$ cat src/i2cm_pkg.sv
package i2cm_pkg;

	// configuration register indexes
	localparam logic [1:0] REG_DEVICE_ADDRESS    = 2'd0;
	localparam logic [1:0] REG_HALF_PERIOD_TICKS = 2'd1;
	localparam logic [1:0] REG_ACK_TIMEOUT       = 2'd2;

	localparam int CFG_INDEX_W = 2;
	localparam int CFG_DATA_W  = 16;

	// reset values of the configuration registers
	localparam logic [6:0]  DEVICE_ADDRESS_RST    = 7'd35;
	localparam logic [15:0] HALF_PERIOD_TICKS_RST = 16'd100;
	localparam logic [15:0] ACK_TIMEOUT_RST       = 16'd300;

	localparam logic [3:0] BITS_PER_BYTE = 4'd8;

	// completion status codes
	localparam logic [1:0] STAT_OK      = 2'd0;
	localparam logic [1:0] STAT_NACK    = 2'd1;
	localparam logic [1:0] STAT_BAD_LEN = 2'd2;

	typedef enum logic [3:0] {
		PH_IDLE      = 4'd0,
		PH_START_A   = 4'd1,
		PH_START_B   = 4'd2,
		PH_TX_LOW    = 4'd3,
		PH_TX_HIGH   = 4'd4,
		PH_ACK_LOW   = 4'd5,
		PH_ACK_HIGH  = 4'd6,
		PH_ACK_WAIT  = 4'd7,
		PH_RX_HIGH   = 4'd8,
		PH_RX_LOW    = 4'd9,
		PH_MACK_LOW  = 4'd10,
		PH_MACK_HIGH = 4'd11,
		PH_STOP_A    = 4'd12,
		PH_STOP_B    = 4'd13,
		PH_STOP_C    = 4'd14
	} phase_t;

	typedef struct packed {
		logic       mode;
		logic       start_request;
		logic [7:0] command_byte;
		logic [7:0] read_count;
		logic       sda_in;
	} req_t;

	typedef struct packed {
		logic       scl_out;
		logic       sda_out;
		logic       busy_res;
		logic [7:0] read_byte;
		logic       byte_valid;
		logic       last_byte;
		logic       done_res;
		logic [1:0] status;
	} res_t;

	typedef struct packed {
		logic [6:0]  device_address;
		logic [15:0] half_period_ticks;
		logic [15:0] ack_timeout;
	} cfg_t;

endpackage

$ cat src/i2cm_if.sv
interface i2cm_req_if;
	import i2cm_pkg::*;

	logic valid;
	logic ready;
	req_t payload;

	modport source (output valid, output payload, input ready);
	modport sink (input valid, input payload, output ready);
endinterface

interface i2cm_rsp_if;
	import i2cm_pkg::*;

	logic valid;
	logic ready;
	res_t payload;

	modport source (output valid, output payload, input ready);
	modport sink (input valid, input payload, output ready);
endinterface

$ cat src/i2cm_core.sv
module i2cm_core (
	input  logic           clk,
	input  logic           arst_n,
	input  logic           adv,
	input  i2cm_pkg::req_t req,
	input  i2cm_pkg::cfg_t cfg,
	output i2cm_pkg::res_t res
);
	import i2cm_pkg::*;

	phase_t      phase_q, phase_d;
	logic [15:0] tick_q, tick_d;
	logic [3:0]  bit_idx_q, bit_idx_d;
	logic [7:0]  shift_q, shift_d;
	logic [7:0]  left_q, left_d;
	logic [15:0] ackw_q, ackw_d;
	logic        is_read_q, is_read_d;
	logic [7:0]  cmd_q, cmd_d;
	logic        failed_q, failed_d;

	logic [15:0] hp;
	logic [16:0] tick_inc;
	logic        hp_over;
	logic [15:0] tick_adv;
	logic [16:0] ackw_inc;
	logic [3:0]  bit_idx_inc;
	logic [7:0]  left_dec;
	logic        mack;

	// half period of zero behaves as one
	assign hp          = (cfg.half_period_ticks == '0) ? 16'd1 : cfg.half_period_ticks;
	assign tick_inc    = {1'b0, tick_q} + 17'd1;
	assign hp_over     = tick_inc >= {1'b0, hp};
	assign tick_adv    = hp_over ? 16'd0 : tick_inc[15:0];
	assign ackw_inc    = {1'b0, ackw_q} + 17'd1;
	assign bit_idx_inc = bit_idx_q + 4'd1;
	assign left_dec    = (left_q != '0) ? left_q - 8'd1 : 8'd0;
	assign mack        = left_q <= 8'd1;

	always_comb begin
		phase_d   = phase_q;
		tick_d    = tick_q;
		bit_idx_d = bit_idx_q;
		shift_d   = shift_q;
		left_d    = left_q;
		ackw_d    = ackw_q;
		is_read_d = is_read_q;
		cmd_d     = cmd_q;
		failed_d  = failed_q;

		res            = '0;
		res.scl_out    = 1'b1;
		res.sda_out    = 1'b1;
		res.busy_res   = 1'b1;

		// bus levels come from the phase this tick is spent in
		case (phase_q)
			PH_START_B: res.sda_out = 1'b0;
			PH_TX_LOW: begin
				res.scl_out = 1'b0;
				res.sda_out = shift_q[7];
			end
			PH_TX_HIGH: res.sda_out = shift_q[7];
			PH_ACK_LOW, PH_RX_LOW: res.scl_out = 1'b0;
			PH_MACK_LOW: begin
				res.scl_out = 1'b0;
				res.sda_out = mack;
			end
			PH_MACK_HIGH: res.sda_out = mack;
			PH_STOP_A: begin
				res.scl_out = 1'b0;
				res.sda_out = 1'b0;
			end
			PH_STOP_B: res.sda_out = 1'b0;
			PH_IDLE: res.busy_res = 1'b0;
			default: ;
		endcase

		case (phase_q)
			PH_IDLE: begin
				if (req.start_request) begin
					if (req.mode && req.read_count == '0) begin
						res.done_res = 1'b1;
						res.status   = STAT_BAD_LEN;
					end else begin
						shift_d   = {cfg.device_address, req.mode};
						bit_idx_d = '0;
						tick_d    = '0;
						ackw_d    = '0;
						is_read_d = req.mode;
						left_d    = req.mode ? req.read_count : 8'd1;
						cmd_d     = req.command_byte;
						failed_d  = 1'b0;
						phase_d   = PH_START_A;
					end
				end
			end
			PH_START_A: begin
				tick_d = tick_adv;
				if (hp_over) phase_d = PH_START_B;
			end
			PH_START_B: begin
				tick_d = tick_adv;
				if (hp_over) phase_d = PH_TX_LOW;
			end
			PH_TX_LOW: begin
				tick_d = tick_adv;
				if (hp_over) phase_d = PH_TX_HIGH;
			end
			PH_TX_HIGH: begin
				tick_d = tick_adv;
				if (hp_over) begin
					shift_d   = {shift_q[6:0], 1'b0};
					bit_idx_d = bit_idx_inc;
					phase_d   = (bit_idx_inc >= BITS_PER_BYTE) ? PH_ACK_LOW : PH_TX_LOW;
				end
			end
			PH_ACK_LOW: begin
				tick_d = tick_adv;
				if (hp_over) phase_d = PH_ACK_HIGH;
			end
			PH_ACK_HIGH: begin
				tick_d = tick_adv;
				if (hp_over) begin
					ackw_d  = '0;
					phase_d = PH_ACK_WAIT;
				end
			end
			PH_ACK_WAIT: begin
				if (!req.sda_in) begin
					tick_d    = '0;
					bit_idx_d = '0;
					ackw_d    = '0;
					if (is_read_q) begin
						shift_d = '0;
						phase_d = PH_RX_HIGH;
					end else if (left_q != '0) begin
						// address acked: send the held command byte
						left_d  = '0;
						shift_d = cmd_q;
						phase_d = PH_TX_LOW;
					end else begin
						phase_d = PH_STOP_A;
					end
				end else if (ackw_inc > {1'b0, cfg.ack_timeout}) begin
					failed_d = 1'b1;
					tick_d   = '0;
					ackw_d   = '0;
					phase_d  = PH_STOP_A;
				end else begin
					ackw_d = ackw_inc[15:0];
				end
			end
			PH_RX_HIGH: begin
				tick_d = tick_adv;
				if (hp_over) begin
					shift_d = {shift_q[6:0], req.sda_in};
					phase_d = PH_RX_LOW;
				end
			end
			PH_RX_LOW: begin
				tick_d = tick_adv;
				if (hp_over) begin
					bit_idx_d = bit_idx_inc;
					if (bit_idx_inc >= BITS_PER_BYTE) begin
						res.read_byte  = shift_q;
						res.byte_valid = 1'b1;
						res.last_byte  = mack;
						phase_d        = PH_MACK_LOW;
					end else begin
						phase_d = PH_RX_HIGH;
					end
				end
			end
			PH_MACK_LOW: begin
				tick_d = tick_adv;
				if (hp_over) phase_d = PH_MACK_HIGH;
			end
			PH_MACK_HIGH: begin
				tick_d = tick_adv;
				if (hp_over) begin
					left_d    = left_dec;
					bit_idx_d = '0;
					shift_d   = '0;
					phase_d   = (left_dec == '0) ? PH_STOP_A : PH_RX_HIGH;
				end
			end
			PH_STOP_A: begin
				tick_d = tick_adv;
				if (hp_over) phase_d = PH_STOP_B;
			end
			PH_STOP_B: begin
				tick_d = tick_adv;
				if (hp_over) phase_d = PH_STOP_C;
			end
			PH_STOP_C: begin
				tick_d = tick_adv;
				if (hp_over) begin
					res.done_res = 1'b1;
					res.status   = failed_q ? STAT_NACK : STAT_OK;
					phase_d      = PH_IDLE;
				end
			end
			default: phase_d = PH_IDLE;
		endcase
	end

	always_ff @(posedge clk or negedge arst_n) begin
		if (!arst_n) begin
			phase_q   <= PH_IDLE;
			tick_q    <= '0;
			bit_idx_q <= '0;
			shift_q   <= '0;
			left_q    <= '0;
			ackw_q    <= '0;
			is_read_q <= 1'b0;
			cmd_q     <= '0;
			failed_q  <= 1'b0;
		end else if (adv) begin
			phase_q   <= phase_d;
			tick_q    <= tick_d;
			bit_idx_q <= bit_idx_d;
			shift_q   <= shift_d;
			left_q    <= left_d;
			ackw_q    <= ackw_d;
			is_read_q <= is_read_d;
			cmd_q     <= cmd_d;
			failed_q  <= failed_d;
		end
	end

endmodule

$ cat src/i2c_master_bit_engine.sv
// I2C master bit engine, 7-bit addressing. Every transfer on req is one bus
// tick: it carries the sampled SDA level plus a request (write one command
// byte, or read read_count bytes) that is only looked at while idle. Every
// req transfer yields exactly one rsp transfer with the SCL/SDA drive levels
// for that tick, busy, any received byte with its last flag, and done with
// status (ok, no acknowledge, bad length). One tick is taken per clock while
// rsp is not stalled; the rsp payload is registered and appears in the cycle
// after its req transfer from the output register, and req stays ready while
// that register is empty or being drained, so ticks stream back to back. SCL
// half periods last half_period_ticks ticks (0 acts as 1); ACK waits give up
// once more than ack_timeout high samples are seen. Configuration is written
// through cfg_we, cfg_index and cfg_data; index 3 is ignored.
module i2c_master_bit_engine (
	input  logic                                 clk,
	input  logic                                 arst_n,
	i2cm_req_if.sink                             req,
	i2cm_rsp_if.source                           rsp,
	input  logic                                 cfg_we,
	input  logic [i2cm_pkg::CFG_INDEX_W-1:0]     cfg_index,
	input  logic [i2cm_pkg::CFG_DATA_W-1:0]      cfg_data
);
	import i2cm_pkg::*;

	cfg_t cfg_q;
	res_t core_res;
	res_t rsp_data_q;
	logic rsp_valid_q;
	logic adv;

	// config registers, effective from the next tick
	always_ff @(posedge clk or negedge arst_n) begin
		if (!arst_n) begin
			cfg_q.device_address    <= DEVICE_ADDRESS_RST;
			cfg_q.half_period_ticks <= HALF_PERIOD_TICKS_RST;
			cfg_q.ack_timeout       <= ACK_TIMEOUT_RST;
		end else if (cfg_we) begin
			case (cfg_index)
				REG_DEVICE_ADDRESS:    cfg_q.device_address    <= cfg_data[6:0];
				REG_HALF_PERIOD_TICKS: cfg_q.half_period_ticks <= cfg_data;
				REG_ACK_TIMEOUT:       cfg_q.ack_timeout       <= cfg_data;
				default: ;
			endcase
		end
	end

	// take a tick whenever the output slot is free or emptying this cycle
	assign req.ready = !rsp_valid_q || rsp.ready;
	assign adv       = req.valid && req.ready;

	i2cm_core u_core (
		.clk    (clk),
		.arst_n (arst_n),
		.adv    (adv),
		.req    (req.payload),
		.cfg    (cfg_q),
		.res    (core_res)
	);

	// output register
	always_ff @(posedge clk or negedge arst_n) begin
		if (!arst_n) begin
			rsp_valid_q <= 1'b0;
		end else if (adv) begin
			rsp_valid_q <= 1'b1;
		end else if (rsp.ready) begin
			rsp_valid_q <= 1'b0;
		end
	end

	always_ff @(posedge clk) begin
		if (adv) begin
			rsp_data_q <= core_res;
		end
	end

	assign rsp.valid   = rsp_valid_q;
	assign rsp.payload = rsp_data_q;

endmodule

$ cat src/flat_wrapper.sv
// flat-port wrapper written by rule: the top's interface ports become plain ports
module i2c_master_bit_engine_flat import i2cm_pkg::*;
  (clk, arst_n, cfg_we, cfg_index, cfg_data, req_valid, req_payload, req_ready, rsp_valid, rsp_payload, rsp_ready);
  i2cm_req_if req_i ();
  i2cm_rsp_if rsp_i ();
  input  logic clk;
  input  logic arst_n;
  input  logic cfg_we;
  input  logic [i2cm_pkg::CFG_INDEX_W-1:0] cfg_index;
  input  logic [i2cm_pkg::CFG_DATA_W-1:0] cfg_data;
  input wire logic [$bits(req_i.valid)-1:0] req_valid;
  input wire logic [$bits(req_i.payload)-1:0] req_payload;
  output wire logic [$bits(req_i.ready)-1:0] req_ready;
  output wire logic [$bits(rsp_i.valid)-1:0] rsp_valid;
  output wire logic [$bits(rsp_i.payload)-1:0] rsp_payload;
  input wire logic [$bits(rsp_i.ready)-1:0] rsp_ready;
  assign req_i.valid = req_valid;
  assign req_i.payload = req_payload;
  assign req_ready = req_i.ready;
  assign rsp_valid = rsp_i.valid;
  assign rsp_payload = rsp_i.payload;
  assign rsp_i.ready = rsp_ready;
  i2c_master_bit_engine u_core (.clk(clk), .arst_n(arst_n), .req(req_i), .rsp(rsp_i), .cfg_we(cfg_we), .cfg_index(cfg_index), .cfg_data(cfg_data));
endmodule
$ cat config.mk
export PLATFORM = sky130hd
export DESIGN_NAME = i2c_master_bit_engine_flat
export DESIGN_NICKNAME = d
export VERILOG_FILES = /design/src/i2cm_pkg.sv /design/src/i2cm_if.sv /design/src/i2cm_core.sv /design/src/i2c_master_bit_engine.sv /design/src/flat_wrapper.sv
export SDC_FILE = /design/constraint.sdc
export NUM_CORES = 1
export LEC_CHECK = 0
export BUFFER_PORTS_ARGS = -buffer_cell sky130_fd_sc_hd__buf_2
export CAP_MARGIN = 5
export CORE_MARGIN = 2
export CORE_UTILIZATION = 45
export CTS_BUF_LIST = sky130_fd_sc_hd__clkbuf_2 sky130_fd_sc_hd__clkbuf_4 sky130_fd_sc_hd__clkbuf_8
export DETAILED_ROUTE_END_ITERATION = 10
export PLACE_DENSITY_LB_ADDON = 0.1
export SETUP_SLACK_MARGIN = 0.2
export SLEW_MARGIN = 20
export SYNTH_ARGS = -nofsm -noshare
export SYNTH_HDL_FRONTEND = slang
export SYNTH_SLANG_ARGS = --single-unit
$ cat constraint.sdc
create_clock -name clk -period 8.4 [get_ports clk]
set_input_delay 1.68 -clock clk [delete_from_list [all_inputs] [get_ports clk]]
set_output_delay 1.68 -clock clk [all_outputs]
set_load 0.005 [all_outputs]
# Yosys cells after proc, flatten, opt, wreduce, memory -nomap -nowiden
# Cells that the tools add are included.
totals:
  inputBits: 42
  elab_cells: 178
  ff_bits: 122
  output_inout_bits: 18
classes:
  n_mux: 73
  n_eq_ne: 39
  bitwise: 1
  add_sub_neg: 4
  order_cmp: 4
  reduce_logical: 36
ops:
  columns: ["cell", "n"]
  rows:
  - ["$mux 16", 9]
  - ["$mux 8", 16]
  - ["$pmux 16 s3", 2]
  - ["$mux 4", 23]
  - ["$pmux 4 s15", 1]
  - ["$ne 2x2->1 const B", 20]
  - ["$pmux 8 s5", 1]
  - ["$add 16x1->17 const B", 2]
  - ["$eq 4x4->1 const B", 7]
  - ["$pmux 8 s3", 1]
  - ["$ge 17x16->1", 1]
  - ["$gt 17x16->1", 1]
  - ["$reduce_and 17->1", 1]
  - ["$eq 4x3->1 const B", 4]
  - ["$logic_not 16->1", 1]
  - ["$logic_not 8->1", 2]
  - ["$pmux 4 s4", 1]
  - ["$mux 3", 5]
  - ["$reduce_or 13->1", 1]
  - ["$reduce_and 5->1", 2]
  - ["$mux 1", 9]
  - ["$reduce_and 9->1", 1]
  - ["$reduce_bool 3->1", 3]
  - ["$eq 4x2->1 const B", 2]
  - ["other kinds (32)", 41]

# Depth between registers and ports, before layout
logic_depth:
  depth_word: 6
  depth_mapped: 16
  mapped_depth_nobuf: 15

# By module
# From an unflattened synthesis, not the netlist that was laid out.
hier_totals:
  cells_unflattened: 715
  area_unflattened_um2: 7114.3
modules_own_cells:
  columns: ["mod", "n_inst", "cells_per_inst", "area_per_inst_um2"]
  rows:
  - ["i2cm_core", 1, 612, 5081.1]
  - ["i2c_master_bit_engine", 1, 103, 2033.2]

# Worst setup path before layout
# OpenSTA, ideal clock, no wires.
synth_path:
  path_kind: "flip-flop to flip-flop"
  from: "register u_core.u_core.ackw_q[0]"
  to: "register u_core.u_core.ackw_q[0]"
  path_slack_ps: 4531
  t_arrival_ps: 3803
  synth_period_minus_slack_ps: 3869
  path_stages_with_launch: 15
  setup_time_ps: 66
  cell_sequence: "dfrtp_1 -> ha_1 -> nand3_1 -> or4b_1 -> buf_2 -> nor2_1 -> nand3_1 -> xnor2_1 -> ha_1 -> and3_1 -> nand2_1 -> or4_1 -> a211o_1 -> nor3_1 -> mux2_2"
synth_via:
  elab_chain_len: 5
synth_lines:
  columns: ["item", "line_no", "text"]
  rows:
  - ["from (decl)", "i2cm_core.sv:16", "logic [15:0] ackw_q, ackw_d;"]
  - ["from (signal assigned)", "i2cm_core.sv:225", "ackw_q <= ackw_d;"]
  - ["$add 16x1->17 (*)", "i2cm_core.sv:35", "assign ackw_inc = {1'b0, ackw_q} + 17'd1;"]
  - ["$gt 17x16->1", "i2cm_core.sv:145", "end else if (ackw_inc > {1'b0, cfg.ack_timeout}) begin"]
  - ["$mux 16 (*)", "i2cm_core.sv:145", null]
  - ["$mux 16 (*)", "i2cm_core.sv:130", "if (!req.sda_in) begin"]
  - ["$pmux 16 s3 (*)", "i2cm_core.sv:79", "case (phase_q)"]
# Mark *: on every way between the ends. The rest lies on a longest branch, timed or not.
# A chain may end at the register's enable or synchronous reset.

# Worst setup path in the final report
# Ends and elaborated chain as after synthesis.

==> impl_metrics.ini <==
[clock_tree]
clock_path_buffers = 2
cts_tree = yes
postCtsSetupRepairBufs = 0
cts_max_level = 4
clkSlewWorstSetupHoldPaths_ps = 70
cts_root_buffer = clkbuf_8
clock_sinks = 122
cts_made_buffers = 17
clkLatencyLatePin_ps = 440
cts-resized-gates = 0
cts_hold_buf = 0

[critical_path]
critPathCaptureType = flop
r2r_slack_ps = 3570
worst_r2r_path_depth = 13
cp_max_fo = 8
critPathLaunchType = flop
crit_type = reg -> reg
worstPathArrival_ps = 5210
r2r_start = u_core.u_core.ackw_q[0]
worstPathRequired_ps = 8780
r2r-end = u_core.u_core.ackw_q[0]

[timing]
relSlewSlack_pct = 26.89
worst_pin_slew_ps = 1095
hold_viol = 0
fin_skew_ps = 8.281
fin_crit_sh_pct = 57.48
tns_ps = 0
report.final.slew_viol_count = 0
min_period_ps = 4828
setup_violations = 0
max_freq_mhz = 207.1
rsz0062_at_grt = no

[drt]
finalWirelength_mm = 17.14
first_iter_violations = 337
dr.pass1.iters = 5
drc = 0
ant_nets = 0
vias = 5583
wl_per_cell_um = 17.16
viasPerCell = 5.589

[cells_and_area]
final_nets = 849
fill_cells = 1478
syn_to_final_growth_pct = 11.67
drive_gt1_share_pct = 24.14
num_antenna_cells = 0

[power_and_ir_drop]
leakage_nw = 3.658
irDropWorstVdd_v = 0.0001493
finalPower_mw = 2.193
powerDensity_mw_per_mm2 = 271.0

[synthesis]
yosys_most_used_dff = dfrtp_1
synthesis.nets = 793
yosys.cell_types.count = 80
syn_area_per_cell_um2 = 10.15
synth.area.top_cells = dfrtp_1 (33%), mux2_2 (8.5%), edfxtp_1 (6.6%)
synth-edff-count = 16
synth_top_area_cell = dfrtp_1
syn_inst = 714
ys_ff_latch = 122
synthesis.area_mm2 = 0.007248
ys_warn_count = 0
synthTopCellsByCount = dfrtp_1 (96), nand2_1 (65), inv_1 (61)
yosysTopAreaCellShare_pct = 33.14
yosysMostFrequentCell = dfrtp_1
ys_seq_area_share_pct = 43.40
async_flop_share_pct = 86.89

[die]
die-height_um = 130.9
die_area_mm2 = 0.01714
die-width_um = 130.9
rows = 46
io_pins = 60
core_mm2 = 0.01583
initial_core_util_pct = 45.79

[global_routing]
grt_max_degree = 70
grt_pass1_wl_mm = 28.24
grt_pass1_vias = 5631
grt_remaining_overflow = 0
antenna_found_initial = 0
grtUsageTotal_pct = 21.37

[worst_hold_path]
min_from = u_core.u_core.bit_idx_q[2]
hold_path.class = reg -> reg
hold_depth = 1
min_to = u_core.u_core.bit_idx_q[2]

[status]
status = completed

[placed_design]
dp_hpwl_mm = 12.71
port_buffers = 59
routabilityCongestion = 0.8592

[run]
max_cap_violations = 0
-- flip-flops by register name, summed over array words and instances (netlist names), 4 cells and up --
signal and count:
u_core.cfg_q 39, u_core.rsp.payload 16, u_core.u_core.ackw_q 16, u_core.u_core.bit_idx_q 4, u_core.u_core.cmd_q 8, u_core.u_core.left_q 8, u_core.u_core.phase_q 4, u_core.u_core.shift_q 8
u_core.u_core.tick_q 16
-- cell families (layout without fill, tap and decap cells) --
family / Yosys count / count (layout) / synth area share, %
buffers and inverters: 84 / 153 / 4.850
and+or+nand+nor: 240 / 240 / 18.23
adders and majority gates: 38 / 38 / 6.525
DFF: 122 / 122 / 43.40
xor gates and xnor gates: 29 / 29 / 3.504
muxes: 70 / 70 / 11.17
AOI/OAI and AO/OA: 131 / 131 / 12.33
-- per-layer routing --
layer | track usage, % | wire length [um] | up-vias
met1 | 28.12 | 7865 | 2717
met4 | 5.695 | 131 | 0
met5 | 0 | 0 | -
met2 | 35.69 | 8291 | 156
met3 | 4.886 | 848 | 11
li1 | - | - | 2699
-- area by class of cell --
class / count / area, um^2 / area share, %
Sequential cell: 122 / 3146 / 38.86
Clock buffer: 19 / 249.0 / 3.076
Clock inverter: 13 / 127.6 / 1.577
Multi-Input combinational cell: 508 / 3767 / 46.55
Tap cell: 216 / 270.3 / 3.339
Timing Repair Buffer: 60 / 305.3 / 3.772
Inverter: 61 / 229.0 / 2.829
-- cells in the final DEF, fill, tap and decap left out, types with 5 or more instances in the layout --
cell | synthesis | layout
a21o_1 | 8 | 8
a21oi_1 | 23 | 23
a221o_1 | 5 | 5
a22oi_1 | 7 | 7
and2_1 | 15 | 15
and3_1 | 13 | 13
buf_2 | 3 | 58
clkbuf_8 | 1 | 17
clkinvlp_4 | 0 | 5
dfrtp_1 | 96 | 96
dfstp_2 | 10 | 10
edfxtp_1 | 16 | 16
ha_1 | 37 | 37
inv_1 | 61 | 61
mux2_2 | 55 | 55
mux2_4 | 8 | 8
mux2i_1 | 7 | 7
nand2_1 | 65 | 65
nand3_1 | 38 | 38
nand4_1 | 8 | 8
nor2_1 | 32 | 32
nor3_1 | 20 | 19
nor4_1 | 6 | 6
o21ai_0 | 34 | 34
o22ai_1 | 5 | 5
o31ai_1 | 6 | 6
o41ai_1 | 6 | 6
xnor2_1 | 17 | 17
xor2_1 | 12 | 12
-- power by group --
group	switching, mW	internal, mW	total (mW)	leakage (nW)
Combinational	0.435	0.335	0.770	2.02
Clock	0.239	0.266	0.505	0.177
Sequential	0.174	0.745	0.918	1.46
-- stage by stage --
step                hold WS [ps]  setup WS [ps]  instances  cell area (um^2)  util [%]
finish                     494.2           3572        999              8094     51.14
global route               504.4           3439        999              8094     51.14
CTS                        499.4           3611        999              8078     51.04
detailed placement         478.8           3631        967              7701     48.66
global placement           484.9           3659        967              7701     48.66
floorplan                  451.2           4531        714              7248         -
-- worst max path at each step --
stage               slack, ps                    start  depth (start not counted)                      end
floorplan                4530  u_core.u_core.ackw_q[0]                         14  u_core.u_core.ackw_q[0]
global placement         3660  u_core.u_core.ackw_q[0]                         13  u_core.u_core.ackw_q[0]
detailed placement       3630  u_core.u_core.ackw_q[0]                         13  u_core.u_core.ackw_q[2]
CTS                      3610  u_core.u_core.ackw_q[0]                         13  u_core.u_core.ackw_q[0]
global route             3440  u_core.u_core.ackw_q[0]                         13  u_core.u_core.ackw_q[2]
finish                   3570  u_core.u_core.ackw_q[0]                         13  u_core.u_core.ackw_q[0]
-- critical path: stages (launching register included) --
cell and delay [ps]:
dfrtp_1 400, ha_1 250, nand3_1 220, or4b_1 710
nor2_1 220, nand3_1 120, xnor2_1 160, ha_1 300
and3_1 180, nand2_1 100, or4_1 620, a211o_1 500
nor3_1 710, mux2_2 280
Power figures use the tool's default switching activity.
